[config.mk]
export PLATFORM = sky130hd
export DESIGN_NAME = voice_slot_allocator_core_flat
export DESIGN_NICKNAME = d
export VERILOG_FILES = /design/src/rtl/vsa_pkg.sv /design/src/rtl/vsa_if.sv /design/src/rtl/vsa_cell.sv /design/src/rtl/voice_slot_allocator_core.sv /design/src/flat_wrapper.sv
export SDC_FILE = /design/constraint.sdc
export NUM_CORES = 2
export LEC_CHECK = 0
export ABC_CLOCK_PERIOD_IN_PS = 14830
export CORE_AREA = 2 2 249 349
export CTS_CLUSTER_DIAMETER = 50
export DETAILED_ROUTE_END_ITERATION = 7
export DIE_AREA = 0 0 251 351
export DONT_BUFFER_PORTS = 1
export GPL_ROUTABILITY_DRIVEN = 1
export HOLD_SLACK_MARGIN = 0.12
export PLACE_DENSITY = 0.8
export SETUP_SLACK_MARGIN = 0.1
export SLEW_MARGIN = 20
export SYNTH_ARGS = -nofsm -noshare
export SYNTH_HDL_FRONTEND = slang
export SYNTH_SLANG_ARGS = --single-unit
[constraint.sdc]
create_clock -name clk -period 14.83 [get_ports clk]
set_input_delay 2.2245 -clock clk [delete_from_list [all_inputs] [get_ports clk]]
set_output_delay 2.2245 -clock clk [all_outputs]
set_load 0.05 [all_outputs]
[src/rtl/vsa_pkg.sv]
`timescale 1ns / 1ps
// ----------------------------------------------------------------------------
// vsa_pkg
// Shared constants, types and helper functions of the voice slot allocator.
// ----------------------------------------------------------------------------
package vsa_pkg;

  localparam int unsigned VOICES      = 16;
  localparam int unsigned SOUND_KINDS = 12;
  localparam int unsigned SLOT_W      = (VOICES > 1) ? $clog2(VOICES) : 1;

  localparam logic [14:0] GAIN_MAX     = 15'd16384;
  localparam logic [15:0] PITCH_ONE    = 16'd256;
  localparam logic [31:0] RNG_RESET    = 32'h00C0_FFEE;
  localparam logic [31:0] RNG_ZERO_FIX = 32'h9E37_79B9;

  localparam logic OP_START  = 1'b0;
  localparam logic OP_FINISH = 1'b1;

  // search token handed from cell to cell
  typedef struct packed {
    logic              valid;
    logic              found;
    logic              has_best;
    logic [SLOT_W-1:0] idx;
    logic [31:0]       age;
  } tok_t;

  // write broadcast to the cell row
  typedef struct packed {
    logic              start_en;
    logic              free_en;
    logic [SLOT_W-1:0] idx;
    logic [3:0]        kind;
    logic [14:0]       gain;
    logic [15:0]       pitch;
    logic [31:0]       seed;
    logic [31:0]       age;
  } wr_t;

  typedef enum logic [2:0] {
    S_IDLE = 3'b001,
    S_SCAN = 3'b010,
    S_RES  = 3'b100
  } state_t;

  function automatic logic [31:0] xorshift32(input logic [31:0] s);
    logic [31:0] x;
    x = (s == 32'd0) ? RNG_ZERO_FIX : s;
    x = x ^ (x << 13);
    x = x ^ (x >> 17);
    x = x ^ (x << 5);
    return x;
  endfunction

  function automatic logic [14:0] clamp_gain(input logic signed [15:0] g);
    logic [14:0] r;
    if (g[15]) begin
      r = 15'd0;
    end else if (g > $signed({1'b0, GAIN_MAX})) begin
      r = GAIN_MAX;
    end else begin
      r = g[14:0];
    end
    return r;
  endfunction

endpackage

[src/rtl/vsa_if.sv]
`timescale 1ns / 1ps
// ----------------------------------------------------------------------------
// vsa_in_if / vsa_out_if
// Valid/ready channels for request items and result items.
// ----------------------------------------------------------------------------
interface vsa_in_if;
  logic               valid;
  logic               ready;
  logic               op;
  logic [3:0]         sound_kind;
  logic signed [15:0] gain_level;
  logic [15:0]        pitch_rate;
  logic [3:0]         finish_slot;

  modport source (output valid, op, sound_kind, gain_level, pitch_rate, finish_slot,
                  input ready);
  modport sink (input valid, op, sound_kind, gain_level, pitch_rate, finish_slot,
                output ready);
endinterface

interface vsa_out_if;
  logic        valid;
  logic        ready;
  logic        accepted;
  logic [3:0]  chosen_slot;
  logic        was_stolen;
  logic [31:0] voice_seed;
  logic [31:0] voice_age;

  modport source (output valid, accepted, chosen_slot, was_stolen, voice_seed, voice_age,
                  input ready);
  modport sink (input valid, accepted, chosen_slot, was_stolen, voice_seed, voice_age,
                output ready);
endinterface

[src/rtl/vsa_cell.sv]
`timescale 1ns / 1ps
// ----------------------------------------------------------------------------
// vsa_cell
// One voice slot: holds the slot state and updates the passing search token.
// ----------------------------------------------------------------------------
module vsa_cell (
  input  logic                       clk,
  input  logic                       rst_n,
  input  logic [vsa_pkg::SLOT_W-1:0] cell_idx,
  input  vsa_pkg::wr_t               wr,
  input  vsa_pkg::tok_t              tok_in,
  output vsa_pkg::tok_t              tok_out,
  output logic                       busy
);

  logic        busy_r;
  logic [3:0]  kind_r;
  logic [14:0] gain_r;
  logic [15:0] pitch_r;
  logic [31:0] seed_r;
  logic [31:0] age_r;
  vsa_pkg::tok_t tok_r, tok_nxt;
  logic        hit;

  assign hit = (wr.idx == cell_idx);

  // lowest free slot wins, else strictly smaller age
  always_comb begin
    tok_nxt = tok_in;
    if (tok_in.valid && !tok_in.found) begin
      if (!busy_r) begin
        tok_nxt.found = 1'b1;
        tok_nxt.idx   = cell_idx;
      end else if (!tok_in.has_best || (age_r < tok_in.age)) begin
        tok_nxt.has_best = 1'b1;
        tok_nxt.idx      = cell_idx;
        tok_nxt.age      = age_r;
      end
    end
  end

  always_ff @(posedge clk) begin
    if (!rst_n) begin
      tok_r  <= '0;
      busy_r <= 1'b0;
    end else begin
      tok_r <= tok_nxt;
      if (wr.start_en && hit) begin
        busy_r <= 1'b1;
      end else if (wr.free_en && hit) begin
        busy_r <= 1'b0;
      end
    end
  end

  always_ff @(posedge clk) begin
    if (wr.start_en && hit) begin
      kind_r  <= wr.kind;
      gain_r  <= wr.gain;
      pitch_r <= wr.pitch;
      seed_r  <= wr.seed;
      age_r   <= wr.age;
    end
  end

  assign tok_out = tok_r;
  assign busy    = busy_r;

endmodule

[src/rtl/voice_slot_allocator_core.sv]
`timescale 1ns / 1ps
// ----------------------------------------------------------------------------
// voice_slot_allocator_core
// Voice slot allocator: start requests take the lowest free slot or steal the
// oldest one; finish requests free a slot.
// ----------------------------------------------------------------------------
// order: a start passes the token walk along the cell row and the latch of the
//   search outcome, then the write-back; a finish or reject goes straight to it
// flow: one item at a time, no new request is taken until the result is loaded,
//   plus any stall on the result channel
// reset: synchronous, active low; clears all busy bits, the age counter, the
//   token pipeline and the output valid flag, loads the generator with 0xC0FFEE
module voice_slot_allocator_core (
  input  logic            clk,
  input  logic            rst_n,
  vsa_in_if.sink          in_ch,
  vsa_out_if.source       out_ch
);

  localparam int unsigned NV = vsa_pkg::VOICES;
  localparam int unsigned SW = vsa_pkg::SLOT_W;

  vsa_pkg::state_t state_r, state_nxt;

  // latched request
  logic               req_op_r;
  logic [3:0]         req_kind_r;
  logic signed [15:0] req_gain_r;
  logic [15:0]        req_pitch_r;
  logic [3:0]         req_fslot_r;

  // search outcome
  logic          found_r;
  logic [SW-1:0] slot_r;

  logic [31:0] age_ctr_r;
  logic [31:0] rng_r;

  // output register
  logic        out_valid_r;
  logic        out_acc_r;
  logic [3:0]  out_slot_r;
  logic        out_stolen_r;
  logic [31:0] out_seed_r;
  logic [31:0] out_age_r;

  // cell row
  vsa_pkg::tok_t tok_chain [NV+1];
  logic [NV-1:0] busy_vec;
  vsa_pkg::wr_t  wr;

  logic          accept_in;
  logic          kind_ok;
  logic          req_start_ok;
  logic [SW-1:0] fidx;
  logic          free_ok;
  logic          out_free;
  logic          res_load;
  logic [31:0]   rng_next;

  assign accept_in = in_ch.valid && in_ch.ready;
  assign in_ch.ready = (state_r == vsa_pkg::S_IDLE);

  // incoming kind range check decides whether a search is launched
  assign kind_ok = (32'(in_ch.sound_kind) < 32'(vsa_pkg::SOUND_KINDS));

  // token injected into the first cell on an accepted, in-range start
  always_comb begin
    tok_chain[0]          = '0;
    tok_chain[0].valid    = accept_in && (in_ch.op == vsa_pkg::OP_START) && kind_ok;
  end

  for (genvar i = 0; i < NV; i++) begin : g_cell
    vsa_cell u_cell (
      .clk      (clk),
      .rst_n    (rst_n),
      .cell_idx (SW'(i)),
      .wr       (wr),
      .tok_in   (tok_chain[i]),
      .tok_out  (tok_chain[i+1]),
      .busy     (busy_vec[i])
    );
  end

  // latched request checks, evaluated in the result cycle
  assign req_start_ok = (req_op_r == vsa_pkg::OP_START) &&
                        (32'(req_kind_r) < 32'(vsa_pkg::SOUND_KINDS));
  assign fidx    = SW'(req_fslot_r);
  assign free_ok = (req_op_r == vsa_pkg::OP_FINISH) &&
                   (32'(req_fslot_r) < 32'(NV)) && busy_vec[fidx];

  assign out_free = !out_valid_r || out_ch.ready;
  assign res_load = (state_r == vsa_pkg::S_RES) && out_free;
  assign rng_next = vsa_pkg::xorshift32(rng_r);

  // write broadcast: new voice into the chosen slot, or busy clear on finish
  always_comb begin
    wr          = '0;
    wr.start_en = res_load && req_start_ok;
    wr.free_en  = res_load && free_ok;
    wr.idx      = req_start_ok ? slot_r : fidx;
    wr.kind     = req_kind_r;
    wr.gain     = vsa_pkg::clamp_gain(req_gain_r);
    wr.pitch    = (req_pitch_r == 16'd0) ? vsa_pkg::PITCH_ONE : req_pitch_r;
    wr.seed     = rng_next | 32'd1;
    wr.age      = age_ctr_r;
  end

  always_comb begin
    state_nxt = state_r;
    case (state_r)
      vsa_pkg::S_IDLE: begin
        if (accept_in) begin
          state_nxt = tok_chain[0].valid ? vsa_pkg::S_SCAN : vsa_pkg::S_RES;
        end
      end
      vsa_pkg::S_SCAN: begin
        if (tok_chain[NV].valid) begin
          state_nxt = vsa_pkg::S_RES;
        end
      end
      vsa_pkg::S_RES: begin
        if (out_free) begin
          state_nxt = vsa_pkg::S_IDLE;
        end
      end
      default: state_nxt = vsa_pkg::S_IDLE;
    endcase
  end

  // control state
  always_ff @(posedge clk) begin
    if (!rst_n) begin
      state_r     <= vsa_pkg::S_IDLE;
      age_ctr_r   <= 32'd0;
      rng_r       <= vsa_pkg::RNG_RESET;
      out_valid_r <= 1'b0;
    end else begin
      state_r <= state_nxt;
      if (wr.start_en) begin
        age_ctr_r <= age_ctr_r + 32'd1;
        rng_r     <= rng_next;
      end
      if (res_load) begin
        out_valid_r <= 1'b1;
      end else if (out_ch.ready) begin
        out_valid_r <= 1'b0;
      end
    end
  end

  // payload registers
  always_ff @(posedge clk) begin
    if (accept_in) begin
      req_op_r    <= in_ch.op;
      req_kind_r  <= in_ch.sound_kind;
      req_gain_r  <= in_ch.gain_level;
      req_pitch_r <= in_ch.pitch_rate;
      req_fslot_r <= in_ch.finish_slot;
    end
    if ((state_r == vsa_pkg::S_SCAN) && tok_chain[NV].valid) begin
      found_r <= tok_chain[NV].found;
      slot_r  <= tok_chain[NV].idx;
    end
    if (res_load) begin
      if (req_start_ok) begin
        out_acc_r    <= 1'b1;
        out_slot_r   <= 4'(slot_r);
        out_stolen_r <= !found_r;
        out_seed_r   <= wr.seed;
        out_age_r    <= age_ctr_r;
      end else if (free_ok) begin
        out_acc_r    <= 1'b1;
        out_slot_r   <= req_fslot_r;
        out_stolen_r <= 1'b0;
        out_seed_r   <= 32'd0;
        out_age_r    <= 32'd0;
      end else begin
        // rejected item
        out_acc_r    <= 1'b0;
        out_slot_r   <= 4'd0;
        out_stolen_r <= 1'b0;
        out_seed_r   <= 32'd0;
        out_age_r    <= 32'd0;
      end
    end
  end

  assign out_ch.valid       = out_valid_r;
  assign out_ch.accepted    = out_acc_r;
  assign out_ch.chosen_slot = out_slot_r;
  assign out_ch.was_stolen  = out_stolen_r;
  assign out_ch.voice_seed  = out_seed_r;
  assign out_ch.voice_age   = out_age_r;

`ifndef SYNTHESIS
  // the search token only leaves the row while the scan is running
  a_tok_in_scan: assert property (@(posedge clk) disable iff (!rst_n)
    tok_chain[NV].valid |-> (state_r == vsa_pkg::S_SCAN))
    else $error("search token left the cell row outside a scan");

  // a steal only happens when every slot is busy, and all stay busy
  a_steal_full: assert property (@(posedge clk) disable iff (!rst_n)
    (wr.start_en && !found_r) |=> (&busy_vec))
    else $error("voice stolen while a slot was free");

  // a new voice always gets an odd seed
  a_seed_odd: assert property (@(posedge clk) disable iff (!rst_n)
    wr.start_en |=> (out_seed_r[0] && out_acc_r && out_valid_r))
    else $error("started voice result without odd seed");

  // a result only appears after the result cycle
  a_out_src: assert property (@(posedge clk) disable iff (!rst_n)
    $rose(out_valid_r) |-> $past(state_r == vsa_pkg::S_RES))
    else $error("result raised outside the result cycle");
`endif

endmodule
[src/flat_wrapper.sv]
// flat-port wrapper written by rule: the top's interface ports become plain ports
module voice_slot_allocator_core_flat 
  (clk, rst_n, in_ch_valid, in_ch_op, in_ch_sound_kind, in_ch_gain_level, in_ch_pitch_rate, in_ch_finish_slot, in_ch_ready, out_ch_valid, out_ch_accepted, out_ch_chosen_slot, out_ch_was_stolen, out_ch_voice_seed, out_ch_voice_age, out_ch_ready);
  vsa_in_if in_ch_i ();
  vsa_out_if out_ch_i ();
  input  logic clk;
  input  logic rst_n;
  input wire logic [$bits(in_ch_i.valid)-1:0] in_ch_valid;
  input wire logic [$bits(in_ch_i.op)-1:0] in_ch_op;
  input wire logic [$bits(in_ch_i.sound_kind)-1:0] in_ch_sound_kind;
  input wire logic [$bits(in_ch_i.gain_level)-1:0] in_ch_gain_level;
  input wire logic [$bits(in_ch_i.pitch_rate)-1:0] in_ch_pitch_rate;
  input wire logic [$bits(in_ch_i.finish_slot)-1:0] in_ch_finish_slot;
  output wire logic [$bits(in_ch_i.ready)-1:0] in_ch_ready;
  output wire logic [$bits(out_ch_i.valid)-1:0] out_ch_valid;
  output wire logic [$bits(out_ch_i.accepted)-1:0] out_ch_accepted;
  output wire logic [$bits(out_ch_i.chosen_slot)-1:0] out_ch_chosen_slot;
  output wire logic [$bits(out_ch_i.was_stolen)-1:0] out_ch_was_stolen;
  output wire logic [$bits(out_ch_i.voice_seed)-1:0] out_ch_voice_seed;
  output wire logic [$bits(out_ch_i.voice_age)-1:0] out_ch_voice_age;
  input wire logic [$bits(out_ch_i.ready)-1:0] out_ch_ready;
  assign in_ch_i.valid = in_ch_valid;
  assign in_ch_i.op = in_ch_op;
  assign in_ch_i.sound_kind = in_ch_sound_kind;
  assign in_ch_i.gain_level = in_ch_gain_level;
  assign in_ch_i.pitch_rate = in_ch_pitch_rate;
  assign in_ch_i.finish_slot = in_ch_finish_slot;
  assign in_ch_ready = in_ch_i.ready;
  assign out_ch_valid = out_ch_i.valid;
  assign out_ch_accepted = out_ch_i.accepted;
  assign out_ch_chosen_slot = out_ch_i.chosen_slot;
  assign out_ch_was_stolen = out_ch_i.was_stolen;
  assign out_ch_voice_seed = out_ch_i.voice_seed;
  assign out_ch_voice_age = out_ch_i.voice_age;
  assign out_ch_i.ready = out_ch_ready;
  voice_slot_allocator_core u_core (.clk(clk), .rst_n(rst_n), .in_ch(in_ch_i), .out_ch(out_ch_i));
endmodule
# Yosys cells after proc, flatten, opt, wreduce, memory -nomap -nowiden
# Index checks and enable logic that the tools add are counted.
# word_totals
ff_bits,1271
input_bits,45
output_inout_bits,72
word_cells,435
# classes
n_addsub,1
n_lt_le_gt_ge,18
eq_ne,21
mux,139
bitwise_logic,5
reduce_logical,126
# ops
operator,count
$mux W38,15
$mux W37,15
$mux W32,16
$lt A32 B32 Y1,15
$mux W4,18
$mux W1,69
$xor A32 B32 Y32,2
$logic_and A1 B1 Y1,56
$reduce_bool A2 Y1,17
$add A32 B1 Y32 const B,1
$eq A4 B4 Y1 const B,8
$logic_not A1 Y1,32
$logic_not A32 Y1,1
$xor A32 B15 Y32,1
$eq A4 B3 Y1 const B,4
$logic_or A1 B1 Y1,16
$mux W3,4
$pmux W3 S3,1
$eq A4 B2 Y1 const B,2
$lt A4 B4 Y1 const B,2
$reduce_and A3 Y1,2
$lt A4 B5 Y1 const B,1
$bmux W1 S4,1
$eq A4 B1 Y1 const B,1
other kinds (8),10

# Logic depth before layout (Yosys ltp)
# depth
depth_word,7
depth_mapped,11
depth_no_buf,9

# By module
# From an unflattened synthesis, not the netlist that was laid out.
# unflattened
cells_unflattened,5939
hier_area_um2,62782.7
# modules_own_cells
module,instances,cells_per_inst,area_each_um2
vsa_cell (u_core.g_cell[0].u_cell ...),14,325,3414.5
voice_slot_allocator_core,1,733,8075.2
vsa_cell (u_core.g_cell[9].u_cell),1,330,3507.1
vsa_cell (u_core.g_cell[13].u_cell),1,326,3397.0

# Worst setup path before layout
# Ideal clock, no wire load.
# synth_path
path_kind,input port to flip-flop
from,in out_ch_ready
to,reg u_core.g_cell[0].u_cell.busy_r
setup_time_ps,86
arrival_time_ps,7831
required_time_ps,14744
setup_slack_ps,6913
cell_stages,6
path_cell_list,nor2b_1 > nor2_1 > nand2_1 > nor2_1 > o21ai_0 > a31oi_1
# synth_via
elab_chain_len,5
elab_cells_between_ends,8
# synth_lines
item,line,text
start: declaration,flat_wrapper.sv:21,input wire logic [$bits(out_ch_i.ready)-1:0] out_ch_ready;
$logic_or A1 B1 Y1 *,voice_slot_allocator_core.sv:92,assign out_free = !out_valid_r || out_ch.ready;
$logic_and A1 B1 Y1 *,voice_slot_allocator_core.sv:93,assign res_load = (state_r == vsa_pkg::S_RES) && out_free;
via u_core.res_load,voice_slot_allocator_core.sv:58,logic res_load;
$logic_and A1 B1 Y1 (on tied branches),"voice_slot_allocator_core.sv:99, voice_slot_allocator_core.sv:100",
$logic_and A1 B1 Y1 (on tied branches),"vsa_cell.sv:48, vsa_cell.sv:50",
$mux W1 / $reduce_bool A2 Y1 (equally long branches),--,
end signal: assignment,vsa_cell.sv:45,busy_r <= 1'b0;
end signal: assignment,vsa_cell.sv:49,busy_r <= 1'b1;
end signal: assignment,vsa_cell.sv:51,busy_r <= 1'b0;
end: declaration,vsa_cell.sv:16,logic busy_r;
# The timed path passes the listed nets; every way through them passes the cells marked *.
# A chain may end at the register's enable or synchronous reset.

# Worst setup path in the final report
# layout_path
from,in rst_n
to,reg u_core.g_cell[11].u_cell.tok_r (netlist bit u_core.g_cell[11].u_cell.tok_out[16])
# layout_lines
item,line,text
start: declaration,flat_wrapper.sv:7,input logic rst_n;
end signal: assignment,vsa_cell.sv:47,tok_r <= tok_nxt;
end: declaration,vsa_cell.sv:22,"vsa_pkg::tok_t tok_r, tok_nxt;"
# No word-level cell between the ends.

==> flow_metrics.py <==
metrics = {
    "run_status": {
        "status": "finished, final reports clean",
    },
    "cts": {
        "postCtsSetupBuffers": 0,
        "clk_path_buf_depth": 3,
        "tritoncts": "yes",
        "htreeDepth": 3,
        "clkTransAtPathRegs_ns": 0.07,
        "clkSinkCount": 1254,
        "cts_resized": 0,
        "clkLatencyLatePin_ns": 0.70,
        "cts_root_buf": "clkbuf_16",
        "postCtsHoldBufs": 0,
        "cts_buffers": 113,
    },
    "sta": {
        "finalCritPeriodShare_pct": 33.92,
        "setup_violations": 0,
        "rsz0062_at_grt": "no",
        "max_freq_ghz": 0.1988,
        "maxSlewViolCount": 0,
        "hold_slack_ns": 0.4083,
        "setup-tns-final_ns": 0,
        "layout_min_cycle_time_ns": 5.031,
        "finalHoldViolCount": 0,
        "worstMarginPinSlew_ns": 1.280,
        "slew_headroom_pct": 14.64,
        "finClkSkew_ns": 0.03682,
    },
    "floorplan": {
        "core_area_um2": 85170,
        "die-area_um2": 88100,
        "dieHeight_um": 351,
        "num_rows": 127,
        "fp.dieW_um": 251,
        "num_io_pins": 117,
        "initial_core_util_pct": 64.47,
    },
    "yosys": {
        "seq_area_frac_synth_pct": 56.55,
        "yosysTopAreaCell": "edfxtp_1",
        "syn_inst": 5029,
        "syn_nets": 5540,
        "synth_edf_count": 594,
        "yosys.area.top_type_share_pct": 32.49,
        "synth_seq_cells": 1254,
        "yosys-top-cells-area": "edfxtp_1 32%, dfxtp_1 24%, ha_1 11%",
        "yosys.cell_types.count": 67,
        "ys.flop_type": "dfxtp_1",
        "ys_warn_count": 0,
        "synth_area_um2": 54910,
        "syn_area_per_cell_um2": 10.92,
        "synthArstFlopShare_pct": 0,
    },
    "routing": {
        "post_drt_wl_per_cell_um": 19.85,
        "vias_per_cell": 5.989,
        "wl_mm": 122.6,
        "first_pass_iters": 6,
        "vias": 36990,
        "drt-initial-drc-count": 2867,
        "drcViolationCount": 0,
        "antenna_left": 0,
    },
    "pwr": {
        "sw_frac_of_total_pct": 20.23,
        "vdd_drop_max_mv": 0.1391,
        "cellInternalPower_uw": 5307,
        "pwr-share-comb_pct": 1.0,
        "leakagePower_uw": 0.02291,
        "p_clk_share_pct": 44.3,
        "switchingPower_uw": 1346,
        "p_seq_share_pct": 54.7,
        "powerDensity_nw_per_um2": 111.0,
    },
    "worst_setup_path": {
        "critPathArrivalTime_ns": 5.55,
        "cpPeakStageDelay_ns": 0.95,
        "critical_path_buf_inv_count": 3,
        "path_class": "in2reg",
        "crit_chain": "inv_8 > buf_4 > buf_4 > o31ai_1",
        "cp-start-kind": "input pin",
        "reg2reg_slack_ns": 11.40,
        "end_kind": "flop",
        "crit_path_max_fanout": 780,
        "cp_top_family": "buffers and inverters",
        "slowest_stage": "buf_4",
        "cpMostUsedCell": "buf_4",
        "cp_data_required_time_ns": 15.35,
    },
    "placement": {
        "place_hpwl_mm": 80.50,
        "placed_area_um2": 56110,
        "gp_congestion": 0.8944,
        "io_buffers": 0,
    },
    "global_routing": {
        "grt_max_degree": 781,
        "grt_pass1_vias": 37440,
        "antenna_found_initial": 7,
        "grt_usage_pct": 27.63,
        "grt_pass1_wl_mm": 191.9,
        "gr-total-overflow": 0,
    },
    "layout": {
        "design_area_um2": 59940,
        "area_delta_synth_final_pct": 9.156,
        "n_antenna_cell": 0,
        "nNetsFinal": 5492,
        "drive_above_1_share_pct": 5.767,
    },
    "hold_path": {
        "min_path_type": "reg2reg",
    },
    "run": {
        "max_cap_violations": 0,
    },
}
registers in the layout, summed over array words and instances, names as in the netlist, 2 cells and up:
register / flops
u_core.age_ctr_r: 32
u_core.fidx: 4
u_core.g_cell.u_cell.age_r: 512
u_core.g_cell.u_cell.busy: 16
u_core.g_cell.u_cell.tok_out: 576
u_core.out_ch.chosen_slot: 4
u_core.out_ch.voice_age: 32
u_core.out_ch.voice_seed: 32
u_core.req_kind_r: 2
u_core.rng_r: 32
u_core.slot_r: 4
u_core.state_r: 3
metrics by stage:
| stage | util (%) | cells | setup slack (ns) | total power (µW) |
|---|---|---|---|---|
| floorplan | - | 5029 | 6.913 | 3785 |
| global placement | 65.85 | 5960 | 9.599 | 3777 |
| detailed placement | 65.88 | 5961 | 9.641 | 3778 |
| CTS | 70.34 | 6176 | 10.36 | 6681 |
| global route | 70.37 | 6177 | 10.17 | 6821 |
| finish | 70.37 | 6177 | 9.799 | 6653 |
cell families after synthesis:
logic type	Yosys count	share of synthesized area (%)
AO/OA/AOI/OAI	834	9.979
XOR/XNOR	110	1.755
multiplexers	230	4.284
adder cells (fa/ha/maj)	466	10.62
buffers and inverters	744	5.091
AND/OR/NAND/NOR	1391	11.72
flip-flops	1254	56.55
cells in the mapped netlist (all sizes together), types with 9 or more instances:
cell,instances
xor2,42
a21oi,230
ha,466
and2,88
inv,518
clkbuf,210
or3,26
dfxtp,660
nand4,62
nor2,172
a31oi,15
a21o,80
edfxtp,594
a221oi,13
xnor2,68
a211oi,25
a211o,9
and3,28
and4,17
a22o,9
o21a,30
buf,15
nor3,19
mux2i,226
nor4,16
o31ai,221
nand3,281
nor2b,24
nand2b,17
o21ai,127
nand2,616
final timing paths:
path | cells past startpoint | endpoint | start
setup reg to reg | 10 | u_core.g_cell[9].u_cell.tok_out[5] | u_core.g_cell[9].u_cell.age_r[5]
hold reg to reg | 2 | u_core.g_cell[8].u_cell.tok_out[34] | u_core.g_cell[7].u_cell.tok_out[34]
setup / recovery | 4 | u_core.g_cell[11].u_cell.tok_out[16] | rst_n
hold / removal | 2 | u_core.g_cell[8].u_cell.tok_out[34] | u_core.g_cell[7].u_cell.tok_out[34]
worst min-delay path, cell delays in order (launching register included):
cell and delay, ns:
dfxtp_1 0.30, nand2_1 0.05, nor2_1 0.03
cell type report:
class                           count  area, µm²
Inverter                          519       1956
Multi-Input combinational cell   3031      21260
Timing Repair Buffer               62      490.5
Clock buffer                      157       3227
Sequential cell                  1254      31050
Clock inverter                     58      575.6
Tap cell                         1096       1371
Fill cell                        5926      25240
placed cells by master (no fill, tap or decap), types with 17 or more instances in the layout:
cell         n
clkbuf_16  116
o21ai_0    126
nor3_1      17
nor2b_1     24
nand2b_1    17
edfxtp_1   594
clkbuf_8    17
mux2i_1    226
xor2_1      42
or3_1       25
nor2_1     153
a211oi_1    19
nand4_1     62
clkbuf_1    24
nand3_1    281
o21a_1      30
inv_1      517
and3_1      27
a21o_1      80
a21oi_1    230
nand2_1    616
and2_1      88
clkinv_2    22
xnor2_1     68
ha_1       466
dfxtp_1    658
buf_4       60
o31ai_1    221
and4_1      17
power by group through the flow:
stage               Combinational [µW]  Sequential [µW]  Clock, µW
finish                            68.3             3640       2950
global route                      73.5             3630       3110
CTS                               67.5             3640       2980
detailed placement                67.1             3710          0
global placement                  65.6             3710          0
floorplan                         79.5             3710          0
per-layer routing:
metal	GRT usage (%)	share of wire [%]	vias to the layer above
li1	-	-	17600
met1	30.46	37	17980
met2	51.36	52	1059
met3	4.173	5.4	349
met4	14.37	5.2	4
met5	0	0.027	-
Note: power is estimated with default switching activity, not from simulation.
